$ cat src/hdl/cau_pkg.sv
// types, widths and codes shared by the complex arithmetic unit
package cau_pkg;

   localparam int DATA_WIDTH = 16;
   localparam int FRAC_BITS  = 8;

   // derived widths
   localparam int PW = 2 * DATA_WIDTH;          // products, squares, magnitudes
   localparam int SW = PW + 2;                  // signed sums of products
   localparam int NW = PW + FRAC_BITS;          // scaled dividend
   localparam int QW = DATA_WIDTH + 1;          // quotient bits kept
   localparam logic [PW:0] HALF_LSB =
      (FRAC_BITS > 0) ? (PW + 1)'(1) << (FRAC_BITS > 0 ? FRAC_BITS - 1 : 0) : '0;
   localparam logic [QW:0] MAX_POS = (QW + 1)'((1 << (DATA_WIDTH - 1)) - 1);
   localparam logic [QW:0] MAX_NEG = (QW + 1)'(1 << (DATA_WIDTH - 1));
   localparam logic signed [DATA_WIDTH-1:0] SAT_HI = {1'b0, {(DATA_WIDTH-1){1'b1}}};
   localparam logic signed [DATA_WIDTH-1:0] SAT_LO = {1'b1, {(DATA_WIDTH-1){1'b0}}};
   localparam int DIV_STEPS = QW;

   typedef enum logic [1:0] {
      OP_ADD  = 2'd0,
      OP_MUL  = 2'd1,
      OP_DIV  = 2'd2,
      OP_CONJ = 2'd3
   } op_type;

   typedef enum logic [1:0] {
      ST_OK       = 2'd0,
      ST_DIV_ZERO = 2'd1,
      ST_SAT      = 2'd2
   } status_type;

   typedef struct packed {
      op_type                        operation;
      logic signed [DATA_WIDTH-1:0]  z_re;
      logic signed [DATA_WIDTH-1:0]  z_im;
      logic signed [DATA_WIDTH-1:0]  w_re;
      logic signed [DATA_WIDTH-1:0]  w_im;
   } req_type;

   typedef struct packed {
      logic signed [DATA_WIDTH-1:0]  result_re;
      logic signed [DATA_WIDTH-1:0]  result_im;
      status_type                    status;
   } rsp_type;

   // item as it travels through the divider steps
   typedef struct packed {
      logic          is_div;
      logic          div_zero;
      logic          neg_re;
      logic          neg_im;
      logic          ovf_re;
      logic          ovf_im;
      logic [QW-1:0] q_re;
      logic [QW-1:0] q_im;
      logic [PW-1:0] rem_re;
      logic [PW-1:0] rem_im;
      logic [QW-1:0] nlo_re;
      logic [QW-1:0] nlo_im;
      logic [PW-1:0] den;
   } work_type;

endpackage

$ cat src/hdl/cau_div_step.sv
// one restoring division step for both quotient parts
module cau_div_step (
   input  logic              clock,
   input  logic              reset,
   input  logic              in_valid,
   output logic              in_ready,
   input  cau_pkg::work_type in_work,
   output logic              out_valid,
   input  logic              out_ready,
   output cau_pkg::work_type out_work
);

   logic              valid_ff, valid_in;
   cau_pkg::work_type work_ff, work_in;

   assign in_ready = !valid_ff || out_ready;
   assign valid_in = in_ready ? in_valid : valid_ff;

   // shift in the next dividend bit, subtract the divisor where it fits
   always_comb begin
      logic [cau_pkg::PW:0] sh_re, sh_im, den_x;
      logic                 ge_re, ge_im;
      den_x   = {1'b0, in_work.den};
      sh_re   = {in_work.rem_re, in_work.nlo_re[cau_pkg::QW-1]};
      sh_im   = {in_work.rem_im, in_work.nlo_im[cau_pkg::QW-1]};
      ge_re   = sh_re >= den_x;
      ge_im   = sh_im >= den_x;
      work_in = in_work;
      if (in_work.is_div) begin
         work_in.rem_re = cau_pkg::PW'(ge_re ? sh_re - den_x : sh_re);
         work_in.rem_im = cau_pkg::PW'(ge_im ? sh_im - den_x : sh_im);
         work_in.q_re   = {in_work.q_re[cau_pkg::QW-2:0], ge_re};
         work_in.q_im   = {in_work.q_im[cau_pkg::QW-2:0], ge_im};
         work_in.nlo_re = {in_work.nlo_re[cau_pkg::QW-2:0], 1'b0};
         work_in.nlo_im = {in_work.nlo_im[cau_pkg::QW-2:0], 1'b0};
      end
   end

   always_ff @(posedge clock) begin
      if (reset) begin
         valid_ff <= 1'b0;
      end else begin
         valid_ff <= valid_in;
      end
   end

   always_ff @(posedge clock) begin
      if (in_ready) begin
         work_ff <= work_in;
      end
   end

   assign out_valid = valid_ff;
   assign out_work  = work_ff;

endmodule

$ cat config.mk
export PLATFORM = sky130hd
export DESIGN_NAME = cau_div_step
export DESIGN_NICKNAME = d
export VERILOG_FILES = /design/src/hdl/cau_pkg.sv /design/src/hdl/cau_div_step.sv
export SDC_FILE = /design/constraint.sdc
export NUM_CORES = 1
export LEC_CHECK = 0
export BUFFER_PORTS_ARGS = -buffer_cell sky130_fd_sc_hd__buf_2
export CORE_MARGIN = 2
export CORE_UTILIZATION = 50
export CTS_BUF_LIST = sky130_fd_sc_hd__clkbuf_4
export CTS_CLUSTER_DIAMETER = 30
export DETAILED_ROUTE_END_ITERATION = 12
export HOLD_SLACK_MARGIN = 0.05
export PLACE_DENSITY = 0.84
export SLEW_MARGIN = 25
export SYNTH_ARGS = -nofsm -noshare
export SYNTH_HDL_FRONTEND = slang
export SYNTH_SLANG_ARGS = --single-unit
$ cat constraint.sdc
create_clock -name clock -period 8.7 [get_ports clock]
set_clock_uncertainty 0.15 [all_clocks]
set_input_delay 1.74 -clock clock [delete_from_list [all_inputs] [get_ports clock]]
set_output_delay 1.74 -clock clock [all_outputs]
set_load 0.05 [all_outputs]
## Word-level counts from Yosys, hierarchy flattened

Cells that the tools add are included.

| word-level totals | value |
|---|---|
| output and inout bits | 172 |
| bits of input ports | 174 |
| register bits | 171 |
| logic and storage cells | 25 |

| operators by class | value |
|---|---|
| mux-type cells | 3 |
| reductions and logical operators | 2 |
| $lt $le $gt $ge | 2 |
| $add $sub $neg | 2 |

Operators with widths:

| kind | count |
|---|---|
| $mux 132 | 1 |
| $ge 33x32->1 | 2 |
| $mux 32 | 2 |
| $sub 32x32->32 | 2 |
| $logic_not 1->1 | 1 |
| $logic_or 1x1->1 | 1 |

## Depth between registers and ports, before layout

Gate-level depths: netlist of run 1.

| depth | value |
|---|---|
| depth in word-level cells | 3 |
| gate-level depth with buffers | 14 |
| gate-level depth less buffers | 12 |

## Worst setup path after synthesis of run 1

OpenSTA, ideal clock, no wires.

| timing path | value |
|---|---|
| path type | input to output |
| from | in out_ready |
| to | out in_ready |
| cell stages on the path | 1 |
| data required time | 6.810 ns |
| buffers on the path | 0 |
| arrival time | 6.192 ns |
| setup slack | 0.618 ns |
| cell sequence | nand2b_1 |

| between the ends | value |
|---|---|
| longest elaborated chain between the ends | 1 |

Ends and longest elaborated chain:

| what | RTL line | RTL |
|---|---|---|
| from (decl) | cau_div_step.sv:9 | `input logic out_ready,` |
| $logic_or 1x1->1 | cau_div_step.sv:16 | `assign in_ready = !valid_ff \|\| out_ready;` |
| to (decl) | cau_div_step.sv:6 | `output logic in_ready,` |

No other way between the ends.

==> results of run 1 <==
[power groups by stage]
stage	logic (W)	registers, W	clock network [W]
5_1_grt	0.000943	0.00104	0.000478
6_report	0.000887	0.00103	0.000441
4_1_cts	0.000881	0.00103	0.000451
3_3_place_gp	0.000867	0.00105	0
3_5_place_dp	0.000878	0.00105	0
2_1_floorplan	0.000348	0.00137	0
[worst register-to-register path: stages (launching register included)]
cell,delay (ns)
dfxtp_1,0.37
nand2b_4,0.40
buf_4,0.76
buf_4,0.88
[area by class of cell]
type / instances / area [µm²]
fill: 1786 / 8110
multi-input combinational: 722 / 5180
sequential: 171 / 5120
timing repair buffer: 352 / 1790
tap: 275 / 344
inverter: 53 / 199
clock inverter: 15 / 131
clock buffer: 17 / 128
antenna: 3 / 7.51
[stage by stage]
step	instances	worst slack (ns)	total power, W
after floorplan	993	0.618	0.00171
after global placement	1573	3.50	0.00192
after detailed placement	1573	3.31	0.00193
after CTS	1605	3.94	0.00237
after global routing	1606	3.69	0.00246
final	1608	3.85	0.00236
[flip-flops by register name, indices dropped and copies added (netlist names)]
| name | flops |
|---|---|
| out_work | 170 |
| out_valid | 1 |
[synth_stat cells (all sizes together) (3+ instances only)]
master / count / area (µm²)
nor2b: 9 / 56.3
and2: 3 / 18.8
edfxtp: 170 / 5100
a21oi: 87 / 435
nand2: 82 / 308
o2bb2ai: 4 / 35.0
o211ai: 11 / 82.6
and3: 7 / 43.8
nand3: 19 / 95.1
o21ai: 37 / 189
and4: 8 / 72.6
o2111ai: 3 / 26.3
o221ai: 3 / 32.5
nor2: 77 / 289
xor2: 18 / 158
nor3: 6 / 30.0
inv: 52 / 195
nand2b: 10 / 62.6
o21bai: 3 / 22.5
a41oi: 4 / 53.8
a31o: 5 / 43.8
a21o: 35 / 263
a211oi: 11 / 95.1
o21a: 5 / 37.5
a31oi: 32 / 200
clkbuf: 34 / 130
ha: 64 / 801
xnor2: 29 / 254
nand3b: 3 / 22.5
nor4: 5 / 31.3
nand4: 14 / 93.8
buf: 13 / 83.8
mux2i: 30 / 300
or3: 4 / 25.0
mux2: 63 / 709
a211o: 4 / 35.0
[path summary, 6_finish.rpt]
check / from / to / depth (start not counted)
hold / removal: out_valid$_SDFFE_PP0P_ / out_valid$_SDFFE_PP0P_ / 2
setup / recovery: in_work[26] / out_work[108]$_DFFE_PP_ / 13
hold reg to reg: out_valid$_SDFFE_PP0P_ / out_valid$_SDFFE_PP0P_ / 2
setup reg to reg: out_valid$_SDFFE_PP0P_ / out_work[76]$_DFFE_PP_ / 3
[placed cells by master (no fill, tap or decap), types with 4 or more instances in the layout]
cell type   netlist  layout
a211o_1           4       4
or3_1             4       4
o2bb2ai_1         4       4
a31oi_1          32      32
clkinvlp_4        0       5
ha_1             64      64
clkbuf_4          0      17
a21oi_1          87      87
xor2_1           18      18
o21a_1            5       5
nand3_1          19      19
nor4_1            5       5
nand2_1          82      82
o21ai_0          34      34
mux2_2           63      63
nor3_1            6       6
edfxtp_1        170     170
mux2i_1          30      30
xnor2_1          29      29
nor2_1           77      77
and4_1            7       7
nand2b_1         10       9
a211oi_1         10      10
inv_6             0       4
and3_1            7       7
a21o_1           35      35
o211ai_1         11      11
nand4_1          13      13
nor2b_1           9       9
buf_4             4       6
inv_1            52      52
a31o_2            5       5
buf_2             4     344
[metal layers]
layer / global-route usage [%] / vias up
met1: 32.8 / 4367
met5: 0 / -
met4: 8.54 / 0
met3: 5.03 / 59
met2: 45.5 / 427
li1: - / 4405
[cells by family after synthesis]
| group | share of synthesized area (%) |
|---|---|
| xor gates and xnor gates | 3.84 |
| DFF | 47.8 |
| AOI/OAI and AO/OA | 16.1 |
| and+or+nand+nor | 11.1 |
| adders and majority gates | 7.85 |
| buffers and inverters | 3.85 |
| muxes | 9.42 |
==> impl_metrics.ini, run 1 <==
[synth]
synth_fp_nets = 1233
syn_area_um2 = 10700
syn_inst = 993
yosysWarnings = 0
synth.avg_cell_area_um2 = 10.8
synth_cell_types = 71
async_reset_ff_share_pct = 0
yosysSeqAreaShare_pct = 47.8
synth_flop_cell = edfxtp_1
synth-edff-count = 170
ys_ff_latch = 171

[timing]
finalHoldViolCount = 0
worst_slew_pin_slew_ns = 0.924
setup_violations = 0
maxSlewHeadroom_pct = 38.4
maxSlewViolCount = 0
min_period_over_period_pct = 55.8
rsz0062_at_grt = false
hold_ws_ns = 0.761
layout_min_cycle_time_ns = 4.85
tns_ns = 0
fmax_ghz = 0.206

[worst_hold_path]
min_path_type = register to register

[route]
viasPerCell = 5.76
drt_iter0_drc = 665
top_layer = met4
drcViolationCount = 0
wl_met2_mm = 15.3
wl_per_cell_um = 19.1
drt_wl_total_mm = 30.7
drtPass1Iterations = 5
antenna_left = 0
wl_met1_mm = 12.2
vias = 9258
met3_length_mm = 2.61

[run_status]
status = complete, no violations

[layout]
fin_util_pct = 61.4
fin_area_um2 = 12900
fin_nets = 1557
drive_above_1_share_pct = 34.6
syn_to_final_growth_pct = 20.5

[clock_network]
ctsHoldBuffers = 0
clkTransAtPathRegs_ns = 0.16
insertion_delay_ns = 0.58
cts_tree = built
clock_path_buffers = 2
cts_made_buffers = 17
cts_htree_levels = 4
cts_num_sinks = 171
cts_root_buf = clkbuf_4
cts_setup_buffers = 0
ctsResizeCount = 0

[floorplan]
dieWidth_um = 150
dieArea_um2 = 22600
dieHeight_um = 150
start_util_pct = 51.0
core_um2 = 21000
io_pins = 346
rows = 53

[global_route]
grt_first_pass_wirelength_mm = 45.5
grt_max_degree = 100
gr-total-overflow = 0
antenna_found_initial = 3
grt_pass1_vias = 8658
grt_usage_pct = 26.2

[placement]
dpl_cell_area_um2 = 12600
portBuffers = 345
hpwl_mm = 23.8
gp_congestion = 0.929

[worst_setup_path]
r2r_slack_ns = 5.73
end_kind = register
cp_data_arrival_time_ns = 5.06
cp_num_buf_inv = 3
cp_top_family = compound AO/OA/AOI/OAI gates
cp-start-kind = primary input
path_cells = buf_2 -> inv_1 -> ha_1 -> a21o_1 -> a21oi_1 -> o21bai_1 -> a41oi_1 -> o21ai_0 -> a31oi_1 -> nand2_1 -> buf_4 -> and4_1 -> or3_1
cp_slowest_cell = nand2_1
critical_path_required_ns = 8.91
slowest_delay_ns = 0.53
worstSetupPathType = primary input to register
cp_max_fo = 17

[power_and_ir_drop]
power.density_nw_per_um2 = 183
ir_worst_vdd_v = 0.0000826
seq_power_share_pct = 43.7
power_leakage_nw = 5.85
intPower_w = 0.00139
switching_power_w = 0.000966
pwr-share-clk_pct = 18.7
p_sw_share_pct = 40.9
combPwrFrac_pct = 37.6

[flow_run]
drv_cap = 0
No activity file was read; power rests on OpenSTA's default activity.
==> run 2, diff against run 1 <==
--- a/config.mk
+++ b/config.mk
@@ -7,7 +7,7 @@
 export LEC_CHECK = 0
 export BUFFER_PORTS_ARGS = -buffer_cell sky130_fd_sc_hd__buf_2
 export CORE_MARGIN = 2
-export CORE_UTILIZATION = 50
+export CORE_UTILIZATION = 48
 export CTS_BUF_LIST = sky130_fd_sc_hd__clkbuf_4
 export CTS_CLUSTER_DIAMETER = 30
 export DETAILED_ROUTE_END_ITERATION = 12
==> constraint.sdc (replaced) <==
create_clock -name clock -period 3.9 [get_ports clock]
set_clock_uncertainty 0.15 [all_clocks]
set_input_delay 0.78 -clock clock [delete_from_list [all_inputs] [get_ports clock]]
set_output_delay 0.78 -clock clock [all_outputs]
set_load 0.05 [all_outputs]
==> run 2 against run 1 <==
  * Critical path depth is 1 higher
  * Core utilization hardly changed
  * Sequential share of layout area is 1.6 points lower
  * Power is 130% higher
  * Via count is 1.2% higher
  * Critical path type unchanged
  * Critical endpoint is now out_work[96]$_DFFE_PP_
  * Largest cell class unchanged
==> impl_metrics.ini, run 2 (synthesis gave the netlist of run 1 again) <==
[clock_network]
cts_tree = built
cts_made_buffers = 17
insertion_delay_ns = 0.60
cts_root_buf = clkbuf_4
cts_setup_buffers = 0
clock_path_buffers = 2
cts_num_sinks = 171
cts_htree_levels = 4
ctsHoldBuffers = 0
ctsResizeCount = 0
clkTransAtPathRegs_ns = 0.18

[timing]
hold_ws_ns = 0.151
min_period_over_period_pct = 85.1
rsz0062_at_grt = false
fin_ws_ns = 0.579
maxSlewHeadroom_pct = 53.4
maxSlewViolCount = 0
setup_violations = 0
fmax_ghz = 0.301
worst_slew_pin_slew_ns = 0.694
finalHoldViolCount = 0
tns_ns = 0
layout_min_cycle_time_ns = 3.32

[worst_setup_path]
cp.depth = 14
cp-start-kind = primary input
worstSetupPathType = primary input to register
cp_slowest_cell = o211ai_1
path_cells = buf_2 -> inv_1 -> ha_1 -> fa_1 -> nand2b_1 -> a21oi_1 -> o211ai_1 -> o2111ai_1 -> a31oi_1 -> o21ai_0 -> buf_4 -> a221oi_1 -> mux2i_1 -> a211o_1
cp_data_arrival_time_ns = 3.55
cp_top_family = compound AO/OA/AOI/OAI gates
critical_path_required_ns = 4.13
slowest_delay_ns = 0.39
cp_max_fo = 3
cp_num_buf_inv = 3
r2r_cells = 2
end_kind = register

[global_route]
grt_pass1_vias = 9226
antenna_found_initial = 4
grtUsageMet3_pct = 5.98
grt_max_degree = 97
grt_usage_pct = 26.3
grt_first_pass_wirelength_mm = 48.9
gr-total-overflow = 0
grt-busiest-layer = met2
met2_usage_pct = 45.5
use_met1_pct = 33.2

[route]
vias = 9365
wl_per_cell_um = 19.2
drt_wl_total_mm = 31.8
viasPerCell = 5.63
antenna_left = 0
drtPass1Iterations = 5
drt_iter0_drc = 633
drcViolationCount = 0

[worst_hold_path]
whs_path_depth = 2
min_path_type = primary input to register

[power_and_ir_drop]
switching_power_w = 0.00229
combPwrFrac_pct = 37.3
power_leakage_nw = 6.17
seq_power_share_pct = 41.7
ir_worst_vdd_v = 0.000172
power.density_nw_per_um2 = 411
pwr-share-clk_pct = 20.9
p_sw_share_pct = 41.5
intPower_w = 0.00323

[placement]
hpwl_mm = 24.9
dpl_worst_slack_ns = 0.000296
gp_congestion = 0.944
portBuffers = 345

[layout]
final_common_cell = buf_2
syn_to_final_growth_pct = 25.4
n_fill_cell = 1853
fin_nets = 1607
final_cell_mix = 344 x buf_2, 170 x edfxtp_1, 87 x a21oi_1, 82 x nand2_1, 77 x nor2_1
drive_above_1_share_pct = 37.0
largest_register_ffs = 170

[floorplan]
io_pins = 346
core_um2 = 21900
dieWidth_um = 153
dieHeight_um = 153
start_util_pct = 48.9
dieArea_um2 = 23500
rows = 54

[flow_run]
drv_cap = 0

[run_status]
status = complete, no violations
-- run 2: changes by cell type in the layout (fill, tap and decap cells not counted), sizes merged --
cell	change
clkinv	+3
clkinvlp	-5
buf	+50
inv	+2
-- run 2: worst paths after layout --
path / start / to / slack [ns]
worst max-delay path: in_work[48] / out_work[96]$_DFFE_PP_ / 0.58
worst min-delay path: reset / out_valid$_SDFFE_PP0P_ / 0.15
worst max register to register: out_valid$_SDFFE_PP0P_ / out_work[17]$_DFFE_PP_ / 2.09
worst min register to register: out_valid$_SDFFE_PP0P_ / out_valid$_SDFFE_PP0P_ / 0.83
-- run 2: area by class of cell --
type,count,area (µm²),share of cell area [%]
Sequential cell,171,5120,38.1
Clock inverter,15,206,1.54
Timing Repair Buffer,402,2240,16.6
Inverter,53,199,1.48
Antenna cell,3,7.51,0.0559
Tap cell,280,350,2.61
Clock buffer,17,128,0.950
Multi-Input combinational cell,722,5180,38.6
-- run 2: power groups by stage --
stage          combinational, W  sequential (W)  clock [W]
6_report                0.00206         0.00231    0.00116
3_3_place_gp            0.00202         0.00235          0
2_1_floorplan          0.000778         0.00303          0
3_5_place_dp            0.00205         0.00235          0
5_1_grt                 0.00219         0.00232    0.00124
4_1_cts                 0.00205         0.00231    0.00119
-- run 2: metal layers --
| layer | up-vias | wire, µm |
|---|---|---|
| met2 | 400 | 15600 |
| met5 | - | 15 |
| li1 | 4487 | - |
| met1 | 4410 | 13200 |
| met4 | 2 | 781 |
| met3 | 66 | 2200 |
-- run 2: stage by stage --
step | instance area, µm² | power (W) | utilization (%) | std cells
2_1_floorplan | 10700 | 0.00381 | - | 993
3_3_place_gp | 13100 | 0.00436 | 59.8 | 1628
3_5_place_dp | 13100 | 0.00440 | 59.8 | 1628
4_1_cts | 13400 | 0.00555 | 61.3 | 1660
5_1_grt | 13400 | 0.00576 | 61.4 | 1661
6_report | 13400 | 0.00553 | 61.4 | 1663
==> run 3, diff against run 2 <==
--- a/config.mk
+++ b/config.mk
@@ -11,7 +11,8 @@
 export CTS_BUF_LIST = sky130_fd_sc_hd__clkbuf_4
 export CTS_CLUSTER_DIAMETER = 30
 export DETAILED_ROUTE_END_ITERATION = 12
-export HOLD_SLACK_MARGIN = 0.05
+export GPL_TIMING_DRIVEN = 0
+export HOLD_SLACK_MARGIN = 0.03
 export PLACE_DENSITY = 0.84
 export SLEW_MARGIN = 25
 export SYNTH_ARGS = -nofsm -noshare
==> run 3 against run 2 <==
  * Sequential power hardly changed
  * Power is 1.6% lower
  * Final area is 1.7% lower
  * Register-to-register slack better by 0.36 ns
  * Worst setup slack worse by 0.39 ns
  * Sequential share of layout area is 0.64 points higher
  * Via count is 2.7% higher
  * Critical path type unchanged
==> impl_metrics.ini, run 3 (synthesis gave the netlist of run 1 again) <==
[floorplan]
dieHeight_um = 153
io_pins = 346
start_util_pct = 48.9
dieWidth_um = 153
rows = 54
core_um2 = 21900
dieArea_um2 = 23500

[placement]
dp.cells = 1621
hpwl_mm = 26.4
gp_congestion = 0.921
portBuffers = 345
dpl_cell_area_um2 = 12900

[layout]
fin_util_pct = 60.4
instances_no_fill = 1655
fin_area_um2 = 13200
final_cell_mix = 349 x buf_2, 170 x edfxtp_1, 87 x a21oi_1, 82 x nand2_1, 77 x nor2_1
syn_to_final_growth_pct = 23.3
largest_register_ffs = 170
n_fill_cell = 1846
drive_above_1_share_pct = 34.3
fin_nets = 1599
final_common_cell = buf_2

[global_route]
grt_first_pass_wirelength_mm = 49.8
grt_usage_pct = 27.4
grt_pass1_vias = 9021
gr-total-overflow = 0
antenna_found_initial = 7
grt_max_degree = 55

[route]
wl_per_cell_um = 20.3
drcViolationCount = 0
drt_iter0_drc = 815
antenna_left = 0
drt_wl_total_mm = 33.6
vias = 9617
viasPerCell = 5.81
drtPass1Iterations = 5

[worst_setup_path]
cp-start-kind = primary input
cp_data_arrival_time_ns = 3.97
slowest_delay_ns = 0.33
end_kind = register
crit_top_cell = buf_2
worstSetupPathType = primary input to register
cp_slowest_cell = a31oi_2
path_cells = buf_2 -> inv_1 -> ha_1 -> clkbuf_1 -> o211ai_1 -> a21oi_1 -> a21o_1 -> a31o_2 -> nand4_2 -> nand2_1 -> buf_2 -> buf_2 -> nand2_1 -> a31oi_2
cp_max_fo = 10
critical_path_required_ns = 4.16

[clock_network]
cts_htree_levels = 4
clock_path_buffers = 2
clkTransAtPathRegs_ns = 0.18
insertion_delay_ns = 0.59
cts_made_buffers = 17
ctsResizeCount = 0
cts_setup_buffers = 0
cts_root_buf = clkbuf_4
cts_num_sinks = 171
ctsHoldBuffers = 0
cts_tree = built

[run_status]
status = complete, no violations

[timing]
maxSlewViolCount = 0
fmax_ghz = 0.269
setup_violations = 0
worst_slew_pin_slew_ns = 0.773
min_period_over_period_pct = 95.3
finalHoldViolCount = 0
tns_ns = 0
maxSlewHeadroom_pct = 47.8
rsz0062_at_grt = false
layout_min_cycle_time_ns = 3.72

[power_and_ir_drop]
intPower_w = 0.00316
power.density_nw_per_um2 = 411
p_sw_share_pct = 41.8
seq_power_share_pct = 42.3
power_leakage_nw = 5.99
finalPower_w = 0.00544
ir_worst_vdd_v = 0.000187
combPwrFrac_pct = 37.4
switching_power_w = 0.00227
pwr-share-clk_pct = 20.3

[worst_hold_path]
min_path_type = primary input to register

[flow_run]
drv_cap = 0
## run 3: stage by stage
step / hold slack, ns / setup slack (ns)
floorplan: 0.699 / 0.370
global placement: 0.785 / -0.566
detailed placement: 0.666 / -0.569
CTS: 0.0989 / 0.0928
global route: 0.101 / 0.0286
finish: 0.158 / 0.185
## run 3: layer usage
layer | global-route usage [%] | share of wire, %
met5 | 0 | 0.13
met4 | 9.96 | 3.0
met3 | 6.35 | 8.9
met2 | 45.6 | 48
met1 | 35.2 | 40
## run 3: power by group through the flow
stage,clock network (W),registers (W),logic (W)
floorplan,0,0.00303,0.000778
global placement,0,0.00234,0.00197
detailed placement,0,0.00234,0.00201
CTS,0.00113,0.00230,0.00201
global route,0.00120,0.00232,0.00215
finish,0.00110,0.00230,0.00204
## run 3: worst paths after layout
path,startpoint,to,slack (ns),cells after the start
min,reset,out_valid$_SDFFE_PP0P_,0.16,2
max reg2reg,out_valid$_SDFFE_PP0P_,out_work[111]$_DFFE_PP_,2.45,2
min reg2reg,out_valid$_SDFFE_PP0P_,out_work[159]$_DFFE_PP_,0.69,1
max,in_work[3],out_work[118]$_DFFE_PP_,0.18,14
## run 3: final cells by class
class / count / area, µm² / share of cell area (%)
multi-input combinational: 722 / 5200 / 39.3
sequential: 171 / 5120 / 38.8
timing repair buffer: 348 / 1810 / 13.7
tap: 280 / 350 / 2.65
buffer: 46 / 210 / 1.59
inverter: 53 / 199 / 1.51
clock inverter: 15 / 188 / 1.42
clock buffer: 17 / 128 / 0.966
antenna: 3 / 7.51 / 0.0568
## run 3: worst max-delay path, delay by kind of cell
kind | cells | cell delay [ns]
compound gates | 5 | 1.25
buf+inv | 5 | 1.03
simple gates | 3 | 0.62
fa+ha+maj | 1 | 0.29
